===== config.mk =====
export PLATFORM = sky130hd
export DESIGN_NAME = input_event_ring_with_filtered_flush_top_flat
export DESIGN_NICKNAME = d
export VERILOG_FILES = /design/src/rtl/core/ievr_pkg.sv /design/src/rtl/core/ievr_if.sv /design/src/rtl/core/ievr_ram.sv /design/src/rtl/core/ievr_ctrl.sv /design/src/rtl/core/ievr_dp.sv /design/src/rtl/core/input_event_ring_with_filtered_flush_top.sv /design/src/flat_wrapper.sv
export SDC_FILE = /design/constraint.sdc
export NUM_CORES = 1
export LEC_CHECK = 0
export BUFFER_PORTS_ARGS = -buffer_cell sky130_fd_sc_hd__buf_2
export CAP_MARGIN = 10
export CORE_ASPECT_RATIO = 1.5
export CORE_MARGIN = 10
export CORE_UTILIZATION = 45
export DETAILED_ROUTE_END_ITERATION = 16
export SLEW_MARGIN = 20
export SYNTH_ARGS = -nofsm -noshare
export SYNTH_HDL_FRONTEND = slang
export SYNTH_SLANG_ARGS = --single-unit
export TNS_END_PERCENT = 100

===== constraint.sdc =====
create_clock -name clk -period 9 [get_ports clk]
set_input_delay 1.35 -clock clk [delete_from_list [all_inputs] [get_ports clk]]
set_output_delay 1.35 -clock clk [all_outputs]
set_load 0.05 [all_outputs]

===== src/rtl/core/ievr_pkg.sv =====
// Package for the input event ring with filtered flush.
// Holds event codes, capacities, the operation kinds and the controller/datapath structs.
// Depends on nothing; ievr_ctrl, ievr_dp, the top level and the testbench import it.
`default_nettype none

package ievr_pkg;

    // Default number of slots in the ring.
    localparam int DEPTH_DEFAULT = 16;

    // Event codes, compared as 16-bit patterns.
    localparam logic [15:0] CODE_MOVE = 16'h0004;
    localparam logic [15:0] CODE_HI_A = 16'h0040;
    localparam logic [15:0] CODE_HI_B = 16'h0060;
    localparam logic [15:0] CODE_EDGE = 16'h0002;
    localparam logic [15:0] CODE_KEY  = 16'h0020;

    // Admission capacities for queued events.
    localparam logic [7:0] CAP_HIGH = 8'd9;
    localparam logic [7:0] CAP_LOW  = 8'd7;

    // Largest entry count before saturation.
    localparam logic [7:0] COUNT_MAX = 8'hFF;

    typedef enum logic [1:0] {
        KIND_WRITE = 2'd0,
        KIND_QUEUE = 2'd1,
        KIND_KEY   = 2'd2,
        KIND_FLUSH = 2'd3
    } kind_t;

    // Commands from the controller to the datapath.
    typedef struct packed {
        logic capture;
        logic exec_op;
        logic flush_init;
        logic walk_step;
        logic copy_step;
        logic flush_finish;
    } ctl_cmd_t;

    // Status from the datapath to the controller.
    typedef struct packed {
        logic item_flush;
        logic out_free;
        logic walk_done;
        logic copy_done;
    } ctl_stat_t;

endpackage

`default_nettype wire


===== src/rtl/core/ievr_if.sv =====
// Handshake channels of the input event ring: the event word and the result word.
// Each carries valid, ready and the payload; depends on nothing.
`default_nettype none

interface ievr_in_if;
    logic               valid;
    logic               ready;
    logic [1:0]         kind;
    logic [7:0]         slot_index;
    logic signed [15:0] x_value;
    logic signed [15:0] y_value;
    logic signed [15:0] event_code;

    modport source (output valid, kind, slot_index, x_value, y_value, event_code,
                    input ready);
    modport sink (input valid, kind, slot_index, x_value, y_value, event_code,
                  output ready);
endinterface

interface ievr_out_if;
    logic       valid;
    logic       ready;
    logic       accepted;
    logic [5:0] stored_slot;
    logic [7:0] entry_count;

    modport source (output valid, accepted, stored_slot, entry_count, input ready);
    modport sink (input valid, accepted, stored_slot, entry_count, output ready);
endinterface

`default_nettype wire


===== src/rtl/core/ievr_ram.sv =====
// Generic single-write, single-read RAM with a registered read port.
// Depends on nothing.
`default_nettype none

module ievr_ram #(
    parameter int WIDTH = 16,
    parameter int DEPTH = 16
) (
    input  wire logic                     clk,
    input  wire logic                     wr_en,
    input  wire logic [$clog2(DEPTH)-1:0] wr_addr,
    input  wire logic [WIDTH-1:0]         wr_data,
    input  wire logic                     rd_en,
    input  wire logic [$clog2(DEPTH)-1:0] rd_addr,
    output logic      [WIDTH-1:0]         rd_data
);

    logic [WIDTH-1:0] mem_reg [DEPTH];

    always_ff @(posedge clk)
    begin
        if (wr_en)
        begin
            mem_reg[wr_addr] <= wr_data;
        end
        if (rd_en)
        begin
            rd_data <= mem_reg[rd_addr];
        end
    end

endmodule

`default_nettype wire


===== src/rtl/core/ievr_ctrl.sv =====
// Controller of the input event ring: sequences inserts and the flush walk and copy.
// Depends on ievr_pkg for the command and status structs.
`default_nettype none

module ievr_ctrl
    import ievr_pkg::*;
(
    input  wire logic      clk,
    input  wire logic      rst_n,
    input  wire logic      in_valid,
    output logic           in_ready,
    input  wire ctl_stat_t stat,
    output ctl_cmd_t       cmd
);

    typedef enum logic [2:0] {
        S_IDLE,
        S_EXEC,
        S_WALK,
        S_COPY,
        S_FINISH
    } state_t;

    state_t state_reg, state_next;
    logic   in_ready_reg, in_ready_next;

    assign in_ready = in_ready_reg;

    always_comb
    begin
        cmd           = '0;
        state_next    = state_reg;
        in_ready_next = in_ready_reg;
        case (state_reg)
            S_IDLE:
            begin
                if (in_valid && in_ready_reg)
                begin
                    cmd.capture   = 1'b1;
                    state_next    = S_EXEC;
                    in_ready_next = 1'b0;
                end
            end
            S_EXEC:
            begin
                if (stat.item_flush)
                begin
                    cmd.flush_init = 1'b1;
                    state_next     = S_WALK;
                end
                else if (stat.out_free)
                begin
                    cmd.exec_op   = 1'b1;
                    state_next    = S_IDLE;
                    in_ready_next = 1'b1;
                end
            end
            S_WALK:
            begin
                if (stat.walk_done)
                begin
                    state_next = S_COPY;
                end
                else
                begin
                    cmd.walk_step = 1'b1;
                end
            end
            S_COPY:
            begin
                if (stat.copy_done)
                begin
                    state_next = S_FINISH;
                end
                else
                begin
                    cmd.copy_step = 1'b1;
                end
            end
            S_FINISH:
            begin
                if (stat.out_free)
                begin
                    cmd.flush_finish = 1'b1;
                    state_next       = S_IDLE;
                    in_ready_next    = 1'b1;
                end
            end
            default:
            begin
                state_next    = S_IDLE;
                in_ready_next = 1'b1;
            end
        endcase
    end

    always_ff @(posedge clk or negedge rst_n)
    begin
        if (!rst_n)
        begin
            state_reg    <= S_IDLE;
            in_ready_reg <= 1'b1;
        end
        else
        begin
            state_reg    <= state_next;
            in_ready_reg <= in_ready_next;
        end
    end

endmodule

`default_nettype wire


===== src/rtl/core/ievr_dp.sv =====
// Datapath of the input event ring: ring memories, valid bits, counters,
// the flush scratch buffer and the result register.
// Depends on ievr_pkg and ievr_ram.
`default_nettype none

module ievr_dp
    import ievr_pkg::*;
#(
    parameter int QUEUE_DEPTH = DEPTH_DEFAULT
) (
    input  wire logic               clk,
    input  wire logic               rst_n,
    input  wire ctl_cmd_t           cmd,
    output ctl_stat_t               stat,
    input  wire logic [1:0]         kind,
    input  wire logic [7:0]         slot_index,
    input  wire logic signed [15:0] x_value,
    input  wire logic signed [15:0] y_value,
    input  wire logic signed [15:0] event_code,
    ievr_out_if.source              results
);

    localparam int AW = $clog2(QUEUE_DEPTH);
    localparam int CW = $clog2(QUEUE_DEPTH + 1);
    localparam logic [CW-1:0] DEPTH_C  = CW'(QUEUE_DEPTH);
    localparam logic [AW-1:0] LAST_C   = AW'(QUEUE_DEPTH - 1);
    localparam logic [7:0]    DEPTH_B  = 8'(QUEUE_DEPTH);
    localparam logic [AW:0]   DEPTH_AX = (AW+1)'(QUEUE_DEPTH);

    // Captured item.
    kind_t       item_kind_reg;
    logic [7:0]  item_slot_reg;
    logic [15:0] item_x_reg;
    logic [15:0] item_y_reg;
    logic [15:0] item_code_reg;

    // Ring state.
    logic [AW-1:0]          wp_reg;
    logic [7:0]             count_reg;
    logic [AW-1:0]          cnt_mod_reg;
    logic                   edge_reg;
    logic [QUEUE_DEPTH-1:0] vld_xc_reg;
    logic [QUEUE_DEPTH-1:0] vld_y_reg;

    // Flush sequencing.
    logic [AW-1:0] walk_pos_reg;
    logic [CW-1:0] walk_i_reg;
    logic [CW-1:0] kept_reg;
    logic [CW-1:0] copy_j_reg;
    logic          walk_pend_reg;
    logic          copy_pend_reg;
    logic [AW-1:0] copy_addr_reg;
    logic          vld_xc_q_reg;
    logic          vld_y_q_reg;

    // Result register.
    logic       out_valid_reg;
    logic       out_acc_reg;
    logic [5:0] out_slot_reg;
    logic [7:0] out_count_reg;

    // Memory ports.
    logic [31:0] xc_q;
    logic [15:0] y_q;
    logic [47:0] scr_q;
    logic        main_wr_xc;
    logic        main_wr_y;
    logic [AW-1:0] main_addr;
    logic [31:0] main_xc_data;
    logic [15:0] main_y_data;
    logic        scr_wr;

    // Insert decision.
    logic [AW-1:0] nxt_slot;
    logic [AW-1:0] start_pos;
    logic [CW-1:0] walk_len;
    logic [7:0]    cap;
    logic          ins_wr_xc;
    logic          ins_wr_y;
    logic [AW-1:0] ins_addr;
    logic [15:0]   ins_code;
    logic [7:0]    count_bumped;
    logic [AW-1:0] cnt_mod_bumped;
    logic          edge_next;
    logic [15:0]   wk_x;
    logic [15:0]   wk_y;
    logic [15:0]   wk_code;
    logic          wk_keep;

    always_comb
    begin
        nxt_slot = (wp_reg == LAST_C) ? '0 : wp_reg + 1'b1;
        if (nxt_slot >= cnt_mod_reg)
        begin
            start_pos = nxt_slot - cnt_mod_reg;
        end
        else
        begin
            start_pos = AW'({1'b0, nxt_slot} + DEPTH_AX - {1'b0, cnt_mod_reg});
        end
        walk_len = (count_reg < DEPTH_B) ? CW'(count_reg) : DEPTH_C;

        count_bumped   = (count_reg == COUNT_MAX) ? count_reg : count_reg + 8'd1;
        cnt_mod_bumped = (count_reg == COUNT_MAX) ? cnt_mod_reg :
                         ((cnt_mod_reg == LAST_C) ? '0 : cnt_mod_reg + 1'b1);

        if ((item_code_reg == CODE_MOVE && !edge_reg) ||
            item_code_reg == CODE_HI_A || item_code_reg == CODE_HI_B)
        begin
            cap = CAP_HIGH;
        end
        else
        begin
            cap = CAP_LOW;
        end

        ins_wr_xc = 1'b0;
        ins_wr_y  = 1'b0;
        ins_addr  = nxt_slot;
        ins_code  = item_code_reg;
        edge_next = edge_reg;
        case (item_kind_reg)
            KIND_WRITE:
            begin
                ins_addr = item_slot_reg[AW-1:0];
                if (item_slot_reg < DEPTH_B)
                begin
                    ins_wr_xc = 1'b1;
                    ins_wr_y  = 1'b1;
                end
            end
            KIND_QUEUE:
            begin
                // The edge is one-shot: every queued event clears it, and only
                // a refused edge code sets it again.
                edge_next = (count_reg >= cap) && (item_code_reg == CODE_EDGE);
                if (count_reg < cap)
                begin
                    ins_wr_xc = 1'b1;
                    ins_wr_y  = 1'b1;
                end
            end
            KIND_KEY:
            begin
                ins_code = CODE_KEY;
                if (count_reg < CAP_LOW)
                begin
                    ins_wr_xc = 1'b1;
                end
            end
            default:
            begin
                ins_wr_xc = 1'b0;
            end
        endcase

        // Entry read during the walk; a never-written entry reads as zero.
        wk_x    = vld_xc_q_reg ? xc_q[31:16] : 16'd0;
        wk_code = vld_xc_q_reg ? xc_q[15:0] : 16'd0;
        wk_y    = vld_y_q_reg ? y_q : 16'd0;
        wk_keep = (wk_code == CODE_MOVE) || (wk_code == CODE_HI_A) ||
                  (wk_code == CODE_HI_B);
        scr_wr  = walk_pend_reg && wk_keep;

        main_wr_xc   = (cmd.exec_op && ins_wr_xc) || copy_pend_reg;
        main_wr_y    = (cmd.exec_op && ins_wr_y) || copy_pend_reg;
        main_addr    = copy_pend_reg ? copy_addr_reg : ins_addr;
        main_xc_data = copy_pend_reg ? {scr_q[47:32], scr_q[15:0]} : {item_x_reg, ins_code};
        main_y_data  = copy_pend_reg ? scr_q[31:16] : item_y_reg;
    end

    assign stat.item_flush = (item_kind_reg == KIND_FLUSH);
    assign stat.out_free   = !out_valid_reg || results.ready;
    assign stat.walk_done  = (walk_i_reg == walk_len);
    assign stat.copy_done  = (copy_j_reg == kept_reg);

    assign results.valid       = out_valid_reg;
    assign results.accepted    = out_acc_reg;
    assign results.stored_slot = out_slot_reg;
    assign results.entry_count = out_count_reg;

    ievr_ram #(.WIDTH(32), .DEPTH(QUEUE_DEPTH)) u_ram_xc (
        .clk     (clk),
        .wr_en   (main_wr_xc),
        .wr_addr (main_addr),
        .wr_data (main_xc_data),
        .rd_en   (cmd.walk_step),
        .rd_addr (walk_pos_reg),
        .rd_data (xc_q)
    );

    ievr_ram #(.WIDTH(16), .DEPTH(QUEUE_DEPTH)) u_ram_y (
        .clk     (clk),
        .wr_en   (main_wr_y),
        .wr_addr (main_addr),
        .wr_data (main_y_data),
        .rd_en   (cmd.walk_step),
        .rd_addr (walk_pos_reg),
        .rd_data (y_q)
    );

    ievr_ram #(.WIDTH(48), .DEPTH(QUEUE_DEPTH)) u_ram_scr (
        .clk     (clk),
        .wr_en   (scr_wr),
        .wr_addr (kept_reg[AW-1:0]),
        .wr_data ({wk_x, wk_y, wk_code}),
        .rd_en   (cmd.copy_step),
        .rd_addr (copy_j_reg[AW-1:0]),
        .rd_data (scr_q)
    );

    // Control state.
    always_ff @(posedge clk or negedge rst_n)
    begin
        if (!rst_n)
        begin
            wp_reg        <= '0;
            count_reg     <= '0;
            cnt_mod_reg   <= '0;
            edge_reg      <= 1'b0;
            vld_xc_reg    <= '0;
            vld_y_reg     <= '0;
            walk_pos_reg  <= '0;
            walk_i_reg    <= '0;
            kept_reg      <= '0;
            copy_j_reg    <= '0;
            walk_pend_reg <= 1'b0;
            copy_pend_reg <= 1'b0;
            out_valid_reg <= 1'b0;
        end
        else
        begin
            walk_pend_reg <= cmd.walk_step;
            copy_pend_reg <= cmd.copy_step;

            if (main_wr_xc)
            begin
                vld_xc_reg[main_addr] <= 1'b1;
            end
            if (main_wr_y)
            begin
                vld_y_reg[main_addr] <= 1'b1;
            end

            if (cmd.exec_op)
            begin
                edge_reg <= edge_next;
                if (ins_wr_xc)
                begin
                    wp_reg      <= ins_addr;
                    count_reg   <= count_bumped;
                    cnt_mod_reg <= cnt_mod_bumped;
                end
            end

            if (cmd.flush_init)
            begin
                walk_pos_reg <= start_pos;
                walk_i_reg   <= '0;
                kept_reg     <= '0;
                copy_j_reg   <= '0;
            end

            if (cmd.walk_step)
            begin
                walk_pos_reg <= (walk_pos_reg == LAST_C) ? '0 : walk_pos_reg + 1'b1;
                walk_i_reg   <= walk_i_reg + 1'b1;
            end

            if (scr_wr)
            begin
                kept_reg <= kept_reg + 1'b1;
            end

            if (cmd.copy_step)
            begin
                copy_j_reg <= copy_j_reg + 1'b1;
            end

            if (cmd.flush_finish)
            begin
                wp_reg      <= (kept_reg == '0) ? '0 : AW'(kept_reg - 1'b1);
                count_reg   <= 8'(kept_reg);
                cnt_mod_reg <= (kept_reg == DEPTH_C) ? '0 : kept_reg[AW-1:0];
            end

            if (cmd.exec_op || cmd.flush_finish)
            begin
                out_valid_reg <= 1'b1;
            end
            else if (results.ready)
            begin
                out_valid_reg <= 1'b0;
            end
        end
    end

    // Payload registers.
    always_ff @(posedge clk)
    begin
        if (cmd.capture)
        begin
            item_kind_reg <= kind_t'(kind);
            item_slot_reg <= slot_index;
            item_x_reg    <= x_value;
            item_y_reg    <= y_value;
            item_code_reg <= event_code;
        end
        if (cmd.walk_step)
        begin
            vld_xc_q_reg <= vld_xc_reg[walk_pos_reg];
            vld_y_q_reg  <= vld_y_reg[walk_pos_reg];
        end
        if (cmd.copy_step)
        begin
            copy_addr_reg <= copy_j_reg[AW-1:0];
        end
        if (cmd.exec_op)
        begin
            out_acc_reg   <= ins_wr_xc;
            out_slot_reg  <= ins_wr_xc ? 6'(ins_addr) : 6'd0;
            out_count_reg <= ins_wr_xc ? count_bumped : count_reg;
        end
        else if (cmd.flush_finish)
        begin
            out_acc_reg   <= 1'b0;
            out_slot_reg  <= 6'd0;
            out_count_reg <= 8'(kept_reg);
        end
    end

    // The write position always names a slot of the ring.
    a_wp_in_range: assert property (@(posedge clk) disable iff (!rst_n)
        {1'b0, wp_reg} < DEPTH_AX)
        else $error("write position beyond ring depth");

    // The count residue tracks the count while the count is below the depth.
    a_cnt_mod_track: assert property (@(posedge clk) disable iff (!rst_n)
        (count_reg < DEPTH_B) |-> ({1'b0, cnt_mod_reg} == count_reg[AW:0]))
        else $error("count residue out of step with entry count");

    // The walk never keeps more entries than it has read.
    a_kept_le_walk: assert property (@(posedge clk) disable iff (!rst_n)
        kept_reg <= walk_i_reg)
        else $error("kept entries exceed walked entries");

    // A copy step only reads a scratch slot that the walk filled.
    a_copy_bounded: assert property (@(posedge clk) disable iff (!rst_n)
        cmd.copy_step |-> (copy_j_reg < kept_reg))
        else $error("copy step beyond kept entries");

endmodule

`default_nettype wire


===== src/rtl/core/input_event_ring_with_filtered_flush_top.sv =====
// Top level of the input event ring with filtered flush.
// Depends on ievr_pkg, ievr_if, ievr_ram, ievr_ctrl and ievr_dp.
//
// This block keeps a ring of QUEUE_DEPTH input events (x, y and a code) with a
// write position, a saturating entry count and a one-shot edge flag, and returns
// exactly one result word for every event word it takes. A direct write, a queued
// event and a queued key event are each captured in the cycle the word is
// accepted and executed once the result register is free, where the word writes
// the ring memory and loads the result register. A flush visits as many entries
// as the smaller of the entry count and QUEUE_DEPTH and keeps those that survive
// the filter: the walk reads one ring entry per cycle through the single read port
// of the ring memory, and the survivors are then copied back from a scratch buffer
// one per cycle, since compaction in place would overwrite entries that the walk
// has not reached yet. One word is worked on at a time; the next word is taken as
// soon as the previous one is finished, even while its result word still waits in
// the output register. The ring is cleared at reset through per-slot valid bits,
// so there is no clearing pass and the block is ready as soon as reset is released.
`default_nettype none

module input_event_ring_with_filtered_flush_top
    import ievr_pkg::*;
#(
    parameter int QUEUE_DEPTH = DEPTH_DEFAULT
) (
    input  wire logic   clk,
    input  wire logic   rst_n,
    ievr_in_if.sink     events,
    ievr_out_if.source  results
);

    ctl_cmd_t  cmd;
    ctl_stat_t stat;
    logic      in_ready;

    // The controller owns the input handshake; the datapath owns the result word.
    assign events.ready = in_ready;

    ievr_ctrl u_ctrl (
        .clk      (clk),
        .rst_n    (rst_n),
        .in_valid (events.valid),
        .in_ready (in_ready),
        .stat     (stat),
        .cmd      (cmd)
    );

    ievr_dp #(.QUEUE_DEPTH(QUEUE_DEPTH)) u_dp (
        .clk        (clk),
        .rst_n      (rst_n),
        .cmd        (cmd),
        .stat       (stat),
        .kind       (events.kind),
        .slot_index (events.slot_index),
        .x_value    (events.x_value),
        .y_value    (events.y_value),
        .event_code (events.event_code),
        .results    (results)
    );

endmodule

`default_nettype wire


===== src/flat_wrapper.sv =====
// flat-port wrapper written by rule: the top's interface ports become plain ports
module input_event_ring_with_filtered_flush_top_flat import ievr_pkg::*;
#(
    parameter int QUEUE_DEPTH = DEPTH_DEFAULT
)
  (clk, rst_n, events_valid, events_kind, events_slot_index, events_x_value, events_y_value, events_event_code, events_ready, results_valid, results_accepted, results_stored_slot, results_entry_count, results_ready);
  ievr_in_if events_i ();
  ievr_out_if results_i ();
  input  wire logic clk;
  input  wire logic rst_n;
  input wire logic [$bits(events_i.valid)-1:0] events_valid;
  input wire logic [$bits(events_i.kind)-1:0] events_kind;
  input wire logic [$bits(events_i.slot_index)-1:0] events_slot_index;
  input wire logic [$bits(events_i.x_value)-1:0] events_x_value;
  input wire logic [$bits(events_i.y_value)-1:0] events_y_value;
  input wire logic [$bits(events_i.event_code)-1:0] events_event_code;
  output wire logic [$bits(events_i.ready)-1:0] events_ready;
  output wire logic [$bits(results_i.valid)-1:0] results_valid;
  output wire logic [$bits(results_i.accepted)-1:0] results_accepted;
  output wire logic [$bits(results_i.stored_slot)-1:0] results_stored_slot;
  output wire logic [$bits(results_i.entry_count)-1:0] results_entry_count;
  input wire logic [$bits(results_i.ready)-1:0] results_ready;
  assign events_i.valid = events_valid;
  assign events_i.kind = events_kind;
  assign events_i.slot_index = events_slot_index;
  assign events_i.x_value = events_x_value;
  assign events_i.y_value = events_y_value;
  assign events_i.event_code = events_event_code;
  assign events_ready = events_i.ready;
  assign results_valid = results_i.valid;
  assign results_accepted = results_i.accepted;
  assign results_stored_slot = results_i.stored_slot;
  assign results_entry_count = results_i.entry_count;
  assign results_i.ready = results_ready;
  input_event_ring_with_filtered_flush_top #(.QUEUE_DEPTH(QUEUE_DEPTH)) u_core (.clk(clk), .rst_n(rst_n), .events(events_i), .results(results_i));
endmodule

==> results.md <==
- Status: complete, no violations
- Port bufs: 44
- Longest Clk Path Bufs: 3
- Syn avg cell area: about 20 µm²
- Post-Syn Instances: around 1300
- R2r setup slk: ~4400 ps
- Top cells by count, synth: edfxtp_1, mux4_2, dfrtp_1
- Maximum clock rate: between 200 and 250 MHz
- Yosys top cell area share: 0.680
- Overflow after GRT: 0
- Post-synthesis sequential area ratio: 0.737
- Syn Std Cell Area: about 26000 µm²
- Utilization after layout: 0.511
- Synth unique cells: between 70 and 80
- Min Tclk post-route: ~4600 ps
- Final period utilization: 0.506
- Pin count of the biggest net entering global routing: 66
- DRT iter0 DRCs: 784
- Area leader, netlist: edfxtp_1
- Yosys warns: 0
- Actual slew at the worst max-slew pin: approximately 1200 ps
- Row Count: 107
- CTS hold repair buffers: 0
- Wire per inst: 25.8 µm
- CTS tree: yes
- Cell leakage power: 9.55 nW
- GRT Total Usage: 0.168
- Layout Skew: roughly 37 ps
- Final instance area: a little under 30000 µm²
- Final nets: between 1000 and 1500
- Layout cells sized above 1: 0.284
- Initial antenna violation count: 1
- Die height: between 300 and 400 µm
- Fillcell total: 4620
- Post-synth EDFFs: between 500 and 600
- Final hold viol count: 0
- Peak VDD IR: roughly 170 µV
- Via count: around 12000
- Setup Crit Path Kind: reg2reg
- Vias in the first global route: approximately 13000
- Crit start category: flop
- Die area: 67900 µm²
- Placer congestion estimate: 0.819
- CTS resizes: 0
- Core area: between 50000 and 60000 µm²
- Footprint of the multi-input gates: approximately 6600 µm²
- Hpwl dp: approximately 34 mm
- Max-cap viol count: 0
- Final slew viol count: 0
- Vias per cell: 5.64
- Setup bufs post-CTS: 0
- Routed wire length: around 56 mm
- DR pass1 iterations: 5
- Asr flop ratio synth: 0.0912
- Die width: ~220 µm
- CP max FO: 10
- Synthesis-to-finish area growth: 12.2%
- Min Hold Slack: between 400 and 500 ps
- Slack of the critical path: approximately 4400 ps
- Top cells by area, synth: edfxtp_1, mux4_2, dfrtp_1
- Most numerous cell in the Yosys netlist: edfxtp_1
- Ys flop type: edfxtp_1
- CTS sink count: between 600 and 700
- DRC: 0
- Ant diodes: 0
- Post-synthesis register bit count: ~650
- Number of CTS-inserted buffers: between 50 and 60
- Initial Util: 0.455
- Root buffer cell: clkbuf_16
- Top Ports: approximately 80
- Antenna Nets Post-Route: 0
- Register area: between 15000 and 20000 µm²
- Setup TNS: 0 ps
- CP Capture Type: flop
- Clock transition at path regs: approximately 60 ps
- Worst path required time: 9330 ps
- Cell Area, Placed: 27300 µm²
- Clk_lat worst skew: ~640 ps
- Power density cells: between 200 and 300 nW/µm²
- Unrepaired setup endpoints after global routing: no
- Pre-CTS setup slack: 4410 ps
- HP Class: reg2reg
- First-pass GRT wire length: 85.0 mm
- H-tree depth: 2
- Final setup fails: 0
- Arrival time at the worst endpoint: about 5000 ps
- Max-slew headroom: 0.212
[final cells by class]
class / count / share of cell area
tap: 763 / 0.0328
sequential: 647 / 0.657
multi-input combinational: 572 / 0.225
timing repair buffer: 88 / 0.0189
clock buffer: 70 / 0.0521
inverter: 16 / 0.00206
clock inverter: 36 / 0.0118
[worst max-delay path, stage by stage, from the launching register on]
cell	delay, ps
edfxtp_1	390
nor4_1	660
nand3_1	280
nor3_1	530
inv_1	140
ha_1	400
a41o_1	310
a211oi_4	240
o311a_4	320
a31oi_4	150
nor2_2	470
buf_4	340
[kinds of logic (layout without fill, tap and decap cells)]
kind of cell	Yosys count	count (layout)	share of synthesized area
flip-flops	647	647	0.737
AND/OR/NAND/NOR	228	228	0.0457
multiplexers	184	184	0.151
AO/OA/AOI/OAI	111	111	0.0323
buffers and inverters	84	210	0.0153
XOR/XNOR	29	29	0.00978
adder cells (fa/ha/maj)	18	18	0.00896
other	1	2	0.000144
[where the power goes]
group / switching, mW / internal (mW)
sequential: 0.227 / 3.60
combinational: 0.786 / 0.599
clock: 1.10 / 1.35
total: 2.11 / 5.55
[per-stage QoR]
| stage | total power [mW] | instances |
|---|---|---|
| after floorplan | 4.86 | 1303 |
| after global placement | 5.25 | 2086 |
| after detailed placement | 5.29 | 2086 |
| after CTS | 7.74 | 2192 |
| after global routing | 7.98 | 2192 |
| final | 7.66 | 2192 |
[layer usage]
layer | global-route usage | vias to the layer above | share of wire
li1 | - | 5439 | -
met2 | 0.302 | 290 | 0.54
met5 | 0 | - | 0
met3 | 0.0268 | 93 | 0.043
met4 | 0.0478 | 0 | 0.024
met1 | 0.204 | 6536 | 0.39
[path summary, 6_finish.rpt]
path	from	cells after the start	end
setup / recovery	u_core.u_dp.item_code_reg[10]	11	u_core.u_dp.u_ram_xc.mem_reg[11][12]
hold / removal	u_core.u_dp.vld_xc_reg[6]	1	u_core.u_dp.vld_xc_reg[6]
setup reg to reg	u_core.u_dp.item_code_reg[10]	11	u_core.u_dp.u_ram_xc.mem_reg[11][12]
hold reg to reg	u_core.u_dp.vld_xc_reg[6]	1	u_core.u_dp.vld_xc_reg[6]
max in group asynchronous	rst_n	2	u_core.u_dp.copy_j_reg[0]
min in group asynchronous	rst_n	2	u_core.u_dp.walk_i_reg[4]
[cells in the final DEF (no fill, tap or decap), drive strengths merged, types with 10 or more instances in the layout]
master,instances
a31oi,10
a21oi,20
nand2,53
inv,17
and3,10
xnor2,16
nand3,18
mux4,165
dfrtp,58
clkinv,24
or2,17
mux2i,12
buf,88
ha,17
a22o,16
edfxtp,588
nor3,15
nor2,53
xor2,13
o21ai,32
clkbuf,70
and2,22
(Power assumes the default switching activity.)
